==> config.mk <==
export PLATFORM = sky130hd
export DESIGN_NAME = permutation_rank_unrank_eight_top
export DESIGN_NICKNAME = d
export VERILOG_FILES = /design/src/design/prur_pkg.sv /design/src/design/prur_cell.sv /design/src/design/prur_seq.sv /design/src/design/permutation_rank_unrank_eight_top.sv
export SDC_FILE = /design/constraint.sdc
export NUM_CORES = 1
export LEC_CHECK = 0
export BUFFER_PORTS_ARGS = -buffer_cell sky130_fd_sc_hd__buf_2
export CORE_MARGIN = 2
export CORE_UTILIZATION = 50
export CTS_CLUSTER_DIAMETER = 80
export DETAILED_ROUTE_END_ITERATION = 6
export GPL_ROUTABILITY_DRIVEN = 0
export PLACE_DENSITY = 0.78
export SLEW_MARGIN = 15
export SYNTH_ARGS = -nofsm -noshare
export SYNTH_HDL_FRONTEND = slang
export SYNTH_SLANG_ARGS = --single-unit
export TNS_END_PERCENT = 30
==> constraint.sdc <==
create_clock -name clk -period 14 [get_ports clk]
set_input_delay 2.8 -clock clk [delete_from_list [all_inputs] [get_ports clk]]
set_output_delay 2.8 -clock clk [all_outputs]
set_load 0.02 [all_outputs]
==> src/design/prur_pkg.sv <==
// ----------------------------------------------------------------------------
// prur_pkg: shared types and constants for the permutation rank/unrank block
// Element count, field widths, transfer structs, the digit weight table and
// the control groups between the sequencer and the cell row.
// ----------------------------------------------------------------------------
package prur_pkg;

    localparam int ELEMENTS = 8;
    localparam int EL_BITS  = 3;
    localparam int PERM_W   = 24;
    localparam int RANK_W   = 16;
    localparam int IDX_W    = $clog2(ELEMENTS);
    localparam int CNT_W    = $clog2(ELEMENTS + 1);

    typedef logic [IDX_W-1:0] idx_t;

    typedef enum logic {
        OP_RANK   = 1'b0,
        OP_UNRANK = 1'b1
    } op_t;

    typedef enum logic {
        ST_IDLE,
        ST_RUN
    } state_t;

    typedef struct packed {
        logic              op;
        logic [PERM_W-1:0] perm_in;
        logic [RANK_W-1:0] rank_in;
    } req_t;

    typedef struct packed {
        logic [PERM_W-1:0] perm_out;
        logic [RANK_W-1:0] rank_out;
        logic              parity;
        logic              bad_input;
    } rsp_t;

    // Sequencer to cells
    typedef struct packed {
        logic load;
        logic shift;
        idx_t key;
    } cell_ctrl_t;

    // Sequencer to top
    typedef struct packed {
        logic                busy;
        logic                last;
        logic                unrank;
        idx_t                q;
        logic [ELEMENTS-1:0] q_hot;
        logic [RANK_W-1:0]   rank_fin;
        logic                parity_fin;
    } seq_stat_t;

    // [i][m] = m * i!
    typedef logic [ELEMENTS-1:0][ELEMENTS-1:0][RANK_W-1:0] mult_tab_t;

    function automatic int fact(input int n);
        int f;
        f = 1;
        for (int i = 2; i <= n; i++) begin
            f = f * i;
        end
        return f;
    endfunction

    function automatic mult_tab_t mult_table();
        mult_tab_t t;
        int        f;
        t = '0;
        f = 1;
        for (int i = 0; i < ELEMENTS; i++) begin
            if (i > 1) begin
                f = f * i;
            end
            for (int m = 0; m < ELEMENTS; m++) begin
                t[i][m] = RANK_W'(m * f);
            end
        end
        return t;
    endfunction

    function automatic logic [PERM_W-1:0] identity_perm();
        logic [PERM_W-1:0] p;
        p = '0;
        for (int f = 0; f < ELEMENTS; f++) begin
            p[f*EL_BITS +: EL_BITS] = EL_BITS'(f);
        end
        return p;
    endfunction

    localparam mult_tab_t         MULT_TAB = mult_table();
    localparam logic [RANK_W-1:0] RANK_MAX = RANK_W'(fact(ELEMENTS) - 1);
    localparam logic [PERM_W-1:0] IDENTITY = identity_perm();

endpackage

==> src/design/prur_cell.sv <==
// ----------------------------------------------------------------------------
// prur_cell: one position of the element row
// Holds one element (rank) or one output slot (unrank). When the removal
// point lies at or below this cell, it takes its right neighbor's value.
// ----------------------------------------------------------------------------
module prur_cell (
    input  logic                 clk,
    input  prur_pkg::cell_ctrl_t ctrl,
    input  prur_pkg::idx_t       load_val,
    input  logic                 hit,
    input  logic                 take_in,
    input  prur_pkg::idx_t       right_val,
    output prur_pkg::idx_t       val,
    output logic                 take_out,
    output logic                 match
);

    prur_pkg::idx_t val_reg;
    prur_pkg::idx_t val_next;
    logic           take;

    assign take     = take_in | hit;
    assign take_out = take;
    assign match    = (val_reg == ctrl.key);
    assign val      = val_reg;

    always_comb
    begin
        val_next = val_reg;
        if (ctrl.load)
        begin
            val_next = load_val;
        end
        else if (ctrl.shift && take)
        begin
            val_next = right_val;
        end
    end

    always_ff @(posedge clk)
    begin
        val_reg <= val_next;
    end

endmodule

==> src/design/prur_seq.sv <==
// ----------------------------------------------------------------------------
// prur_seq: step sequencer for the cell row
// Walks positions ELEMENTS-1 down to 1, resolves one rotation digit a step,
// picks the cell to remove and keeps the rank / residual and the parity.
// ----------------------------------------------------------------------------
module prur_seq (
    input  logic                           clk,
    input  logic                           rst_n,
    input  logic                           start_xfer,
    input  logic                           op,
    input  logic [prur_pkg::RANK_W-1:0]    rank_in,
    input  logic [prur_pkg::ELEMENTS-1:0]  match,
    output prur_pkg::cell_ctrl_t           ctrl,
    output prur_pkg::seq_stat_t            stat
);

    localparam int N  = prur_pkg::ELEMENTS;
    localparam int CW = prur_pkg::CNT_W;
    localparam int RW = prur_pkg::RANK_W;
    localparam int IW = prur_pkg::IDX_W;

    prur_pkg::state_t state_reg;
    prur_pkg::state_t state_next;
    prur_pkg::idx_t   step_reg;
    prur_pkg::idx_t   step_next;
    prur_pkg::idx_t   s_reg;
    prur_pkg::idx_t   s_next;
    logic [RW-1:0]    acc_reg;
    logic [RW-1:0]    acc_next;
    logic             par_reg;
    logic             par_next;
    logic             op_reg;
    logic             op_next;

    logic [CW-1:0]    ip1;
    logic [CW-1:0]    s_w;
    prur_pkg::idx_t   q_rank;
    logic [CW-1:0]    q1;
    logic [CW-1:0]    d;
    prur_pkg::idx_t   k_rank;
    prur_pkg::idx_t   k_un;
    prur_pkg::idx_t   j_un;
    logic [CW-1:0]    sum_un;
    prur_pkg::idx_t   q_un;
    prur_pkg::idx_t   q;
    prur_pkg::idx_t   k;
    logic [RW+CW-1:0] prod;
    logic [RW-1:0]    rank_step;
    logic             run;
    logic             last;

    // Digit and removal point for the current position
    always_comb
    begin
        ip1 = CW'(step_reg) + CW'(1);
        s_w = CW'(s_reg);

        // rank: physical place of element i, digit from rotation distance
        q_rank = '0;
        for (int j = 0; j < N; j++)
        begin
            if (match[j] && (IW'(j) <= step_reg))
            begin
                q_rank = IW'(j);
            end
        end
        q1 = CW'(q_rank) + CW'(1);
        if (q1 >= s_w)
        begin
            d = q1 - s_w;
        end
        else
        begin
            d = (ip1 - s_w) + q1;
        end
        k_rank = (d == ip1) ? '0 : IW'(d);

        // unrank: digit by compare against multiples of i!
        k_un = '0;
        for (int m = 1; m < N; m++)
        begin
            if ((IW'(m) <= step_reg) && (acc_reg >= prur_pkg::MULT_TAB[step_reg][m]))
            begin
                k_un = IW'(m);
            end
        end
        j_un   = (k_un == '0) ? step_reg : (k_un - IW'(1));
        sum_un = s_w + CW'(j_un);
        if (sum_un >= ip1)
        begin
            q_un = IW'(sum_un - ip1);
        end
        else
        begin
            q_un = IW'(sum_un);
        end

        q = (op_reg == prur_pkg::OP_UNRANK) ? q_un : q_rank;
        k = (op_reg == prur_pkg::OP_UNRANK) ? k_un : k_rank;

        prod      = (RW+CW)'(ip1) * (RW+CW)'(acc_reg);
        rank_step = RW'(prod) + RW'(k);
    end

    // Control and register updates
    always_comb
    begin
        state_next = state_reg;
        step_next  = step_reg;
        s_next     = s_reg;
        acc_next   = acc_reg;
        par_next   = par_reg;
        op_next    = op_reg;
        run        = 1'b0;
        last       = 1'b0;

        case (state_reg)
            prur_pkg::ST_IDLE:
            begin
                if (start_xfer)
                begin
                    state_next = prur_pkg::ST_RUN;
                    step_next  = IW'(N - 1);
                    s_next     = '0;
                    acc_next   = (op == prur_pkg::OP_UNRANK) ? rank_in : '0;
                    par_next   = 1'b0;
                    op_next    = op;
                end
            end
            prur_pkg::ST_RUN:
            begin
                run       = 1'b1;
                last      = (step_reg == IW'(1));
                step_next = step_reg - IW'(1);
                s_next    = (q == step_reg) ? '0 : q;
                par_next  = par_reg ^ (k[0] & step_reg[0]);
                if (op_reg == prur_pkg::OP_UNRANK)
                begin
                    acc_next = acc_reg - prur_pkg::MULT_TAB[step_reg][k];
                end
                else
                begin
                    acc_next = rank_step;
                end
                if (last)
                begin
                    state_next = prur_pkg::ST_IDLE;
                end
            end
            default:
            begin
                state_next = prur_pkg::ST_IDLE;
            end
        endcase
    end

    always_ff @(posedge clk or negedge rst_n)
    begin
        if (!rst_n)
        begin
            state_reg <= prur_pkg::ST_IDLE;
        end
        else
        begin
            state_reg <= state_next;
        end
    end

    always_ff @(posedge clk)
    begin
        step_reg <= step_next;
        s_reg    <= s_next;
        acc_reg  <= acc_next;
        par_reg  <= par_next;
        op_reg   <= op_next;
    end

    assign ctrl.load  = start_xfer;
    assign ctrl.shift = run;
    assign ctrl.key   = step_reg;

    assign stat.busy       = (state_reg == prur_pkg::ST_RUN);
    assign stat.last       = last;
    assign stat.unrank     = (op_reg == prur_pkg::OP_UNRANK);
    assign stat.q          = q;
    assign stat.q_hot      = N'(1) << q;
    assign stat.rank_fin   = acc_next;
    assign stat.parity_fin = par_next;

endmodule

==> src/design/permutation_rank_unrank_eight_top.sv <==
// ----------------------------------------------------------------------------
// permutation_rank_unrank_eight_top: permutation <-> mixed-radix rank
// Converts an eight-element permutation to its rank (op 0) or a rank to its
// permutation (op 1), and reports inversion parity and a bad-input flag.
// Request: a transfer takes place on a rising edge with start high and busy
// low; req carries op, perm_in and rank_in and is sampled on that edge only.
// Result: done is high for exactly one cycle with rsp valid; the receiver
// cannot stall, so rsp must be captured on the edge that ends that cycle.
// Timing: after the request edge the cell row runs ELEMENTS-1 = 7 steps, one
// position per cycle; done follows in the next cycle. A new request is taken
// on the edge that delivers the result; the block holds one item at a time.
// The step count is set by the single removal per cycle in the cell row.
// Bad input (duplicate or out-of-range element, or rank above 40319) still
// runs the full 7 steps; outputs are then forced as the flag defines.
// Reset: busy and done drop at once; any item in flight is lost.
// ----------------------------------------------------------------------------
module permutation_rank_unrank_eight_top (
    input  logic            clk,
    input  logic            rst_n,
    input  logic            start,
    output logic            busy,
    input  prur_pkg::req_t  req,
    output logic            done,
    output prur_pkg::rsp_t  rsp
);

    localparam int N  = prur_pkg::ELEMENTS;
    localparam int EB = prur_pkg::EL_BITS;
    localparam int IW = prur_pkg::IDX_W;

    prur_pkg::cell_ctrl_t ctrl;
    prur_pkg::seq_stat_t  stat;

    logic                        start_xfer;
    prur_pkg::idx_t              cell_val  [N];
    prur_pkg::idx_t              cell_load [N];
    prur_pkg::idx_t              cell_right[N];
    logic [N:0]                  take;
    logic [N-1:0]                match;

    prur_pkg::req_t              req_reg;
    prur_pkg::req_t              req_next;
    logic                        bad_reg;
    logic                        bad_next;
    logic [prur_pkg::PERM_W-1:0] perm_build_reg;
    logic [prur_pkg::PERM_W-1:0] perm_build_next;
    prur_pkg::rsp_t              rsp_reg;
    prur_pkg::rsp_t              rsp_next;
    logic                        done_reg;
    logic                        done_next;

    logic [N-1:0]                seen;
    logic [EB-1:0]               fv;
    logic                        perm_bad;
    prur_pkg::idx_t              slot;

    assign start_xfer = start && !stat.busy;
    assign busy       = stat.busy;

    // ------------------------------------------------------------------
    // Sequencer
    // ------------------------------------------------------------------
    prur_seq u_seq (
        .clk        (clk),
        .rst_n      (rst_n),
        .start_xfer (start_xfer),
        .op         (req.op),
        .rank_in    (req.rank_in),
        .match      (match),
        .ctrl       (ctrl),
        .stat       (stat)
    );

    // ------------------------------------------------------------------
    // Cell row. Rank: cells hold the elements. Unrank: cells hold output
    // slot numbers. Each step removes one cell; cells above it slide down.
    // ------------------------------------------------------------------
    assign take[0] = 1'b0;

    for (genvar j = 0; j < N; j++)
    begin : g_cell
        assign cell_load[j] = (req.op == prur_pkg::OP_UNRANK) ?
                              IW'(j) : IW'(req.perm_in[j*EB +: EB]);
        if (j == N - 1)
        begin : g_end
            assign cell_right[j] = '0;
        end
        else
        begin : g_mid
            assign cell_right[j] = cell_val[j+1];
        end

        prur_cell u_cell (
            .clk       (clk),
            .ctrl      (ctrl),
            .load_val  (cell_load[j]),
            .hit       (stat.q_hot[j]),
            .take_in   (take[j]),
            .right_val (cell_right[j]),
            .val       (cell_val[j]),
            .take_out  (take[j+1]),
            .match     (match[j])
        );
    end

    // ------------------------------------------------------------------
    // Input check at request time
    // ------------------------------------------------------------------
    always_comb
    begin
        seen     = '0;
        perm_bad = 1'b0;
        fv       = '0;
        for (int f = 0; f < N; f++)
        begin
            fv = req.perm_in[f*EB +: EB];
            if ((int'(fv) >= N) || seen[fv])
            begin
                perm_bad = 1'b1;
            end
            else
            begin
                seen[fv] = 1'b1;
            end
        end
        if (req.op == prur_pkg::OP_UNRANK)
        begin
            bad_next = (req.rank_in > prur_pkg::RANK_MAX);
        end
        else
        begin
            bad_next = perm_bad;
        end
    end

    // ------------------------------------------------------------------
    // Unrank: the removed cell names the slot that receives element i.
    // Element 0 lands in the last slot left, which is already zero.
    // ------------------------------------------------------------------
    assign slot = cell_val[stat.q];

    always_comb
    begin
        perm_build_next = perm_build_reg;
        if (start_xfer)
        begin
            perm_build_next = '0;
        end
        else if (ctrl.shift)
        begin
            for (int f = 0; f < N; f++)
            begin
                if (IW'(f) == slot)
                begin
                    perm_build_next[f*EB +: EB] = EB'(ctrl.key);
                end
            end
        end
    end

    // ------------------------------------------------------------------
    // Result register, loaded on the last step
    // ------------------------------------------------------------------
    always_comb
    begin
        req_next  = start_xfer ? req : req_reg;
        rsp_next  = rsp_reg;
        done_next = stat.last;
        if (stat.last)
        begin
            if (bad_reg)
            begin
                rsp_next.perm_out = stat.unrank ? prur_pkg::IDENTITY : req_reg.perm_in;
                rsp_next.rank_out = '0;
                rsp_next.parity   = 1'b0;
            end
            else
            begin
                rsp_next.perm_out = stat.unrank ? perm_build_next : req_reg.perm_in;
                rsp_next.rank_out = stat.unrank ? req_reg.rank_in : stat.rank_fin;
                rsp_next.parity   = stat.parity_fin;
            end
            rsp_next.bad_input = bad_reg;
        end
    end

    always_ff @(posedge clk or negedge rst_n)
    begin
        if (!rst_n)
        begin
            done_reg <= 1'b0;
        end
        else
        begin
            done_reg <= done_next;
        end
    end

    always_ff @(posedge clk)
    begin
        req_reg        <= req_next;
        perm_build_reg <= perm_build_next;
        rsp_reg        <= rsp_next;
        if (start_xfer)
        begin
            bad_reg <= bad_next;
        end
    end

    assign done = done_reg;
    assign rsp  = rsp_reg;

`ifndef ASSERT_OFF
    // Every request transfer is answered by a result strobe
    a_latency: assert property (@(posedge clk) disable iff (!rst_n)
        (start && !busy) |-> ##(N) done)
        else $error("result not delivered at fixed latency");

    // Row is free while a result is shown
    a_done_idle: assert property (@(posedge clk) disable iff (!rst_n)
        done |-> !busy && $past(busy))
        else $error("result strobe outside end of run");

    // A good result carries an in-range rank
    a_rank_range: assert property (@(posedge clk) disable iff (!rst_n)
        (done && !rsp.bad_input) |-> (rsp.rank_out <= prur_pkg::RANK_MAX))
        else $error("rank out of range");

    // A rejected item reports zero rank and even parity
    a_bad_zero: assert property (@(posedge clk) disable iff (!rst_n)
        (done && rsp.bad_input) |-> (rsp.rank_out == '0) && !rsp.parity)
        else $error("bad input result not cleared");
`endif

endmodule

# Word-level counts from Yosys, hierarchy flattened
# Memory sizes are Yosys's and may differ from the RTL's. A register that Yosys moved wholly into a read port is not among the register bits.
# Cells that the tools add are included.
[op_classes] addsub=11 multipliers=1 order_cmp=35 eq_ne=18 shift=1 mux=126 bitwise_logic=17 n_reduce_logical=42
[ops] op="3-bit 2-to-1 mux" count=53
[ops] op="128-bit 2-to-1 mux" count=1
[ops] op="16-bit >= comparator" count=7
[ops] op="24-bit 2-to-1 mux" count=4
[ops] op="16-bit 2-to-1 mux" count=5
[ops] op="8-bit 2-to-1 mux" count=7
[ops] op="16-bit binary-select mux with 3-bit select" count=1
[ops] op="8-bit OR" count=6
[ops] op="41-bit 2-to-1 mux" count=1
[ops] op="3-bit by 4-bit < comparator with 1-bit output, second input constant" count=10
[ops] op="16-bit case mux with 2 select lines" count=1
[ops] op="1-bit 2-to-1 mux" count=31
[ops] op="1-bit logical AND" count=30
[ops] op="3-bit == test" count=8
[ops] op="1-bit binary-select mux with 3-bit select" count=7
[ops] op="1-bit demux with 3-bit select" count=7
[ops] op="3-bit by 1-bit >= comparator with 1-bit output, second input constant" count=7
[ops] op="16-bit by 3-bit adder with 16-bit output" count=1
[ops] op="16-bit greater-than comparator, second input constant" count=1
[ops] op="4-bit by 16-bit multiplier with 16-bit output" count=1
[ops] op="2-bit nonzero test" count=8
[ops] op="16-bit subtractor" count=1
[ops] op="3-bit == test, first input constant" count=4
[ops] op="3-bit <= comparator, first input constant" count=4
[ops] op="30 further kinds" count=45
[word_totals] register_bits=157 romBits=1032 inputBits=44 out_inout_bits=44 mem_count=2
[memory_table] memory="(no name shown)" words=8 word_bits=128 rd=1 rd_clocked_by_memory_dff=1 write_ports=0 line_no="prur_seq.sv:82" source="if ((IW'(m) <= step_reg) && (acc_reg >= prur_pkg::MULT_TAB[step_reg][m]))"
[memory_table] memory="(no name shown)" words=8 word_bits=1 rd=1 rd_clocked_by_memory_dff=0 write_ports=0 line_no="permutation_rank_unrank_eight_top.sv:117" source="if ((int'(fv) >= N) || seen[fv])"

# Depth between registers and ports, before layout
[depth] depth_word=28 mapped_depth=40 mapped_depth_nobuf=36

# Hierarchy
# From an unflattened synthesis, not the netlist that was laid out.
[unflattened] hier_cells=1593 area_unflattened_um2=15038.2
[modules_own_cells] mod="prur_seq" instances=1 cells_each=948 area_per_inst_um2=7718.7 seq_area_each_um2=1036.0
[modules_own_cells] mod="permutation_rank_unrank_eight_top" instances=1 cells_each=549 area_per_inst_um2=5948.2 seq_area_each_um2=2997.9
[modules_own_cells] mod="prur_cell" instances=8 cells_each=12 area_per_inst_um2=171.4 seq_area_each_um2=90.1

# Worst setup path before layout
# Ideal clock, no wire load.
[synth_path] kind="register -> register" startpoint="register u_seq.step_reg[0]" endpoint="register rsp_reg (netlist bit rsp[16]) (data pin)" setup_time_ns=0.270 arrival_ns=7.662 required_time_ns=13.730 path_slack_ns=6.068 stages_incl_launch_ff=37 path_buffers=3 synth_period_minus_slack_ns=7.932 path_cell_list="edfxtp_1 > buf_4 > buf_2 > clkinv_1 > ha_1 > a211o_1 > nand4_1 > or3b_4 > nand2_1 > nand2_1 > ha_1 > inv_1 > fa_1 > inv_1 > fa_1 > nand3b_1 > and3_1 > a211oi_1 > nand4_1 > nor2b_1 > mux2_2 > clkinv_1 > buf_2 > fa_1 > inv_1 > ha_1 > a21o_1 > a21oi_1 > o21ai_0 > a21oi_1 > o21a_1 > o211ai_1 > o41ai_1 > o21a_1 > xor2_1 > a211o_1 > a21oi_1"
[synth_between] elab_chain_cells=21 elab_cells_between_ends=60 classes_between="add/sub: 7; mul: 1; order compare: 8; eq/ne: 8; mux: 22; reduce/logical: 14"
[synth_rtl] element="from (decl)" line_no="prur_seq.sv:24" source="prur_pkg::idx_t step_reg;"
[synth_rtl] element="from (signal assigned)" line_no="prur_seq.sv:171" source="step_reg <= step_next;"
[synth_rtl] element="1-bit by 3-bit <= comparator with 1-bit output or 3-bit == test (tied branches)" line_no="prur_seq.sv:62, prur_seq.sv:82, prur_cell.sv:24"
[synth_rtl] element="1-bit logical AND" line_no="prur_seq.sv:62" source="if (match[j] && (IW'(j) <= step_reg))"
[synth_rtl] element="1-bit 2-to-1 mux" line_no="prur_seq.sv:62"
[synth_rtl] element="3-bit 2-to-1 mux (6 in a row)" line_no="prur_seq.sv:62"
[synth_rtl] element="3-bit by 1-bit adder with 4-bit output" line_no="prur_seq.sv:67" source="q1 = CW'(q_rank) + CW'(1);"
[synth_rtl] element="4-bit adder, or another cell as far along" line_no="prur_seq.sv:74" source="d = (ip1 - s_w) + q1;"
[synth_rtl] element="4-bit 2-to-1 mux" line_no="prur_seq.sv:68" source="if (q1 >= s_w)"
[synth_rtl] element="4-bit == test" line_no="prur_seq.sv:76" source="k_rank = (d == ip1) ? '0 : IW'(d);"
[synth_rtl] element="3-bit 2-to-1 mux" line_no="prur_seq.sv:76"
[synth_rtl] element="3-bit 2-to-1 mux" line_no="prur_seq.sv:99" source="k = (op_reg == prur_pkg::OP_UNRANK) ? k_un : k_rank;"
[synth_rtl] element="16-bit binary-select mux with 3-bit select" line_no="prur_seq.sv:139" source="acc_next = acc_reg - prur_pkg::MULT_TAB[step_reg][k];"
[synth_rtl] element="16-bit 2-to-1 mux (not written as such)" line_no="prur_seq.sv:139"
[synth_rtl] element="16-bit subtractor" line_no="prur_seq.sv:139"
[synth_rtl] element="16-bit 2-to-1 mux *" line_no="prur_seq.sv:137" source="if (op_reg == prur_pkg::OP_UNRANK)"
[synth_rtl] element="16-bit case mux with 2 select lines *" line_no="prur_seq.sv:117" source="case (state_reg)"
[synth_rtl] element="16-bit 2-to-1 mux *" line_no="permutation_rank_unrank_eight_top.sv:180" source="rsp_next.rank_out = stat.unrank ? req_reg.rank_in : stat.rank_fin;"
[synth_rtl] element="to (signal assigned)" line_no="permutation_rank_unrank_eight_top.sv:203" source="rsp_reg <= rsp_next;"
[synth_rtl] element="to (decl)" line_no="permutation_rank_unrank_eight_top.sv:47" source="prur_pkg::rsp_t rsp_reg;"
# Mark *: on every way between the ends. The rest lies on a longest branch, timed or not. The select of a mux whose other input is x is not followed.
# A chain may end at the register's enable or synchronous reset.

# Worst setup path in the final report
# Ends and elaborated chain as after synthesis.

==> run metrics <==
Period minus WS final=9470 ps; drt total wl=roughly 40 mm; Routed WL per cell=between 20 and 25 um; Slew @ Worst Pin=~1200 ps; Startpoint Class=flip-flop; final hold violations=0; WS Path Type=flip-flop to flip-flop; count of cell types in the netlist=a little over 100; fmax=around 0.11 GHz; routed wl met2=~20 mm; routed vias=around 13k; WL met3=3.24 mm; IO Count=88; num rows=a little over 60; Worst-path clk slew=about 80 ps; CP arrival=9650 ps; CTS buffer count=17; syn_area_per_cell=about 9.2 sq um; vias in the first global route=about 12k; initial antenna violation count=0; Max-Cap Viols=0; Post-Synth Adder-Cell Area=0.164; number of hold buffers added after cts=0; # DRC=0; unrepaired setup endpoints after global routing=no; clock sink count=180; GRT Residual Overflow=0; relative slew slack=0.192; core area=roughly 29000 sq um; slowest CP cell=fa_1; H-tree levels=4; die width=174 um; clock skew=about 15 ps; starting DRC count in detailed routing=around 1.6k; post-synthesis register bit count=180; Post-synth ARST share=0.0111; largest net degree at the start of global routing=71; top_reg_cell synth=edfxtp_1; Post-Synth XOR/XNOR Area=0.0364; first-pass GRT wire length=around 64 mm; final setup TNS=0 ps; post-CTS sizing=0; antenna diode count=0; synthesized instance count=1561; CTS root buffer=clkbuf_16; post-CTS setup buffers=0; most frequent cells in the layout=nand2_1 (140), ha_1 (136), nor2_1 (126); final setup violation count=0; Synth Area in Compound Gates=0.202; post-synthesis mux area share=0.0451; Die H=between 150 and 200 um; register area share after synthesis=0.329; Via density=around 6.3; leading cell type in the layout, fill and taps excluded=nand2_1; post-DP HPWL=between 20 and 30 mm; Max FO, Critical Path=between 40 and 50; worst skew pair latency=~460 ps; Routed Antenna Nets=0; largest family of logic cells by synthesized area=compound AO/OA/AOI/OAI gates; Total GRT Usage=0.266; NumNets Final=around 1.8k; Net Count, Synth=around 1.8k; status=complete, no violations; top routing layer in use=met4; area grow syn2layout=9.04%; CTS tree=yes; Critical Path Max Stage Delay=~710 ps; Ys Warns=0; drt pass-1 iters=6; DIE AREA=just over 30000 sq um; synthesized cell area=14400 sq um; clk buf depth=2; layout cells sized above 1=0.117; M1 WL=16.3 mm; Hold Crit Class=flip-flop to flip-flop; Critical Path RT=roughly 14000 ps; buffers added on ports=slightly below 90; Synth Area in Simple Gates=0.170; EDFF count, synth=114; Final Max Tran Viols=0; Worst setup EP type=flip-flop; fin crit share=0.677; Initial Util=0.506
-- layout make-up --
class,count,area [sq um]
Fill cell,2548,12800
Multi-Input combinational cell,1190,8920
Sequential cell,180,4760
Timing Repair Buffer,100,553
Tap cell,384,480
Clock buffer,18,439
Inverter,110,413
Clock inverter,14,176
-- critical path: cells and delay by family (launching register included) --
family                   cells  cell delay [ps]
XOR/XNOR                     2              280
AND/OR/NAND/NOR              5              590
flip-flops                   1              330
multiplexers                 1              400
adder cells (fa/ha/maj)      6             2470
AO/OA/AOI/OAI               15             3300
buffers and inverters        6             1840
-- synth_stat cells (10+ instances only) --
library cell / number / area, sq um
o22a_1: 10 / 87.6
fa_1: 33 / 661
a221oi_1: 13 / 114
nand2b_1: 14 / 87.6
xor2_1: 27 / 236
a31oi_1: 25 / 156
buf_2: 14 / 70.1
ha_1: 136 / 1700
nand2_1: 140 / 526
and2_1: 14 / 87.6
o21ai_0: 76 / 380
nand3b_1: 10 / 75.1
a21oi_1: 75 / 375
nor3b_1: 11 / 82.6
o2bb2ai_1: 14 / 123
and3_1: 19 / 119
mux2i_1: 56 / 561
inv_1: 105 / 394
nor3_1: 37 / 185
nor2_1: 126 / 473
o21a_1: 12 / 90.1
dfxtp_1: 64 / 1280
nor2b_1: 26 / 163
edfxtp_1: 114 / 3420
xnor2_1: 33 / 289
clkbuf_1: 53 / 199
a21o_1: 19 / 143
nand3_1: 22 / 110
o211ai_1: 19 / 143
a211oi_1: 17 / 128
-- layer usage --
| metal | global-route usage | vias up |
|---|---|---|
| met4 | 0.121 | 0 |
| met3 | 0.0442 | 122 |
| li1 | - | 5821 |
| met2 | 0.445 | 646 |
| met5 | 0 | - |
| met1 | 0.338 | 6072 |
-- stage by stage --
stage	setup WS [ps]	area, sq um	std cells	utilization	hold slack (ps)
finish	4530	15700	1996	0.551	459
floorplan	6070	14400	1561	-	424
global placement	5060	15100	1963	0.529	440
detailed placement	4720	15100	1963	0.529	448
CTS	4660	15700	1995	0.550	460
global route	3800	15700	1996	0.551	475
-- cell families after synthesis --
| group | after synthesis |
|---|---|
| simple gates | 489 |
| xor+xnor | 60 |
| flops | 180 |
| mux | 64 |
| fa+ha+maj | 169 |
| compound gates | 408 |
| buf+inv | 191 |
-- final timing paths --
path / start / slack [ps] / cells after the start / end
worst max-delay path: u_seq.step_reg[0]$_DFFE_PN_ / 4530 / 35 / rsp[16]$_SDFFCE_PP0P_
worst min-delay path: u_seq.par_reg$_DFF_P_ / 460 / 1 / u_seq.par_reg$_DFF_P_
worst max register to register: u_seq.step_reg[0]$_DFFE_PN_ / 4530 / 35 / rsp[16]$_SDFFCE_PP0P_
worst min register to register: u_seq.par_reg$_DFF_P_ / 460 / 1 / u_seq.par_reg$_DFF_P_
max in group asynchronous: rst_n / 11780 / 1 / u_seq.state_reg$_DFF_PN0_
min in group asynchronous: rst_n / 2110 / 1 / u_seq.state_reg$_DFF_PN0_
Power is not shown: default switching activity piles up to over one toggle a cycle in this logic, so the estimate is an artifact.
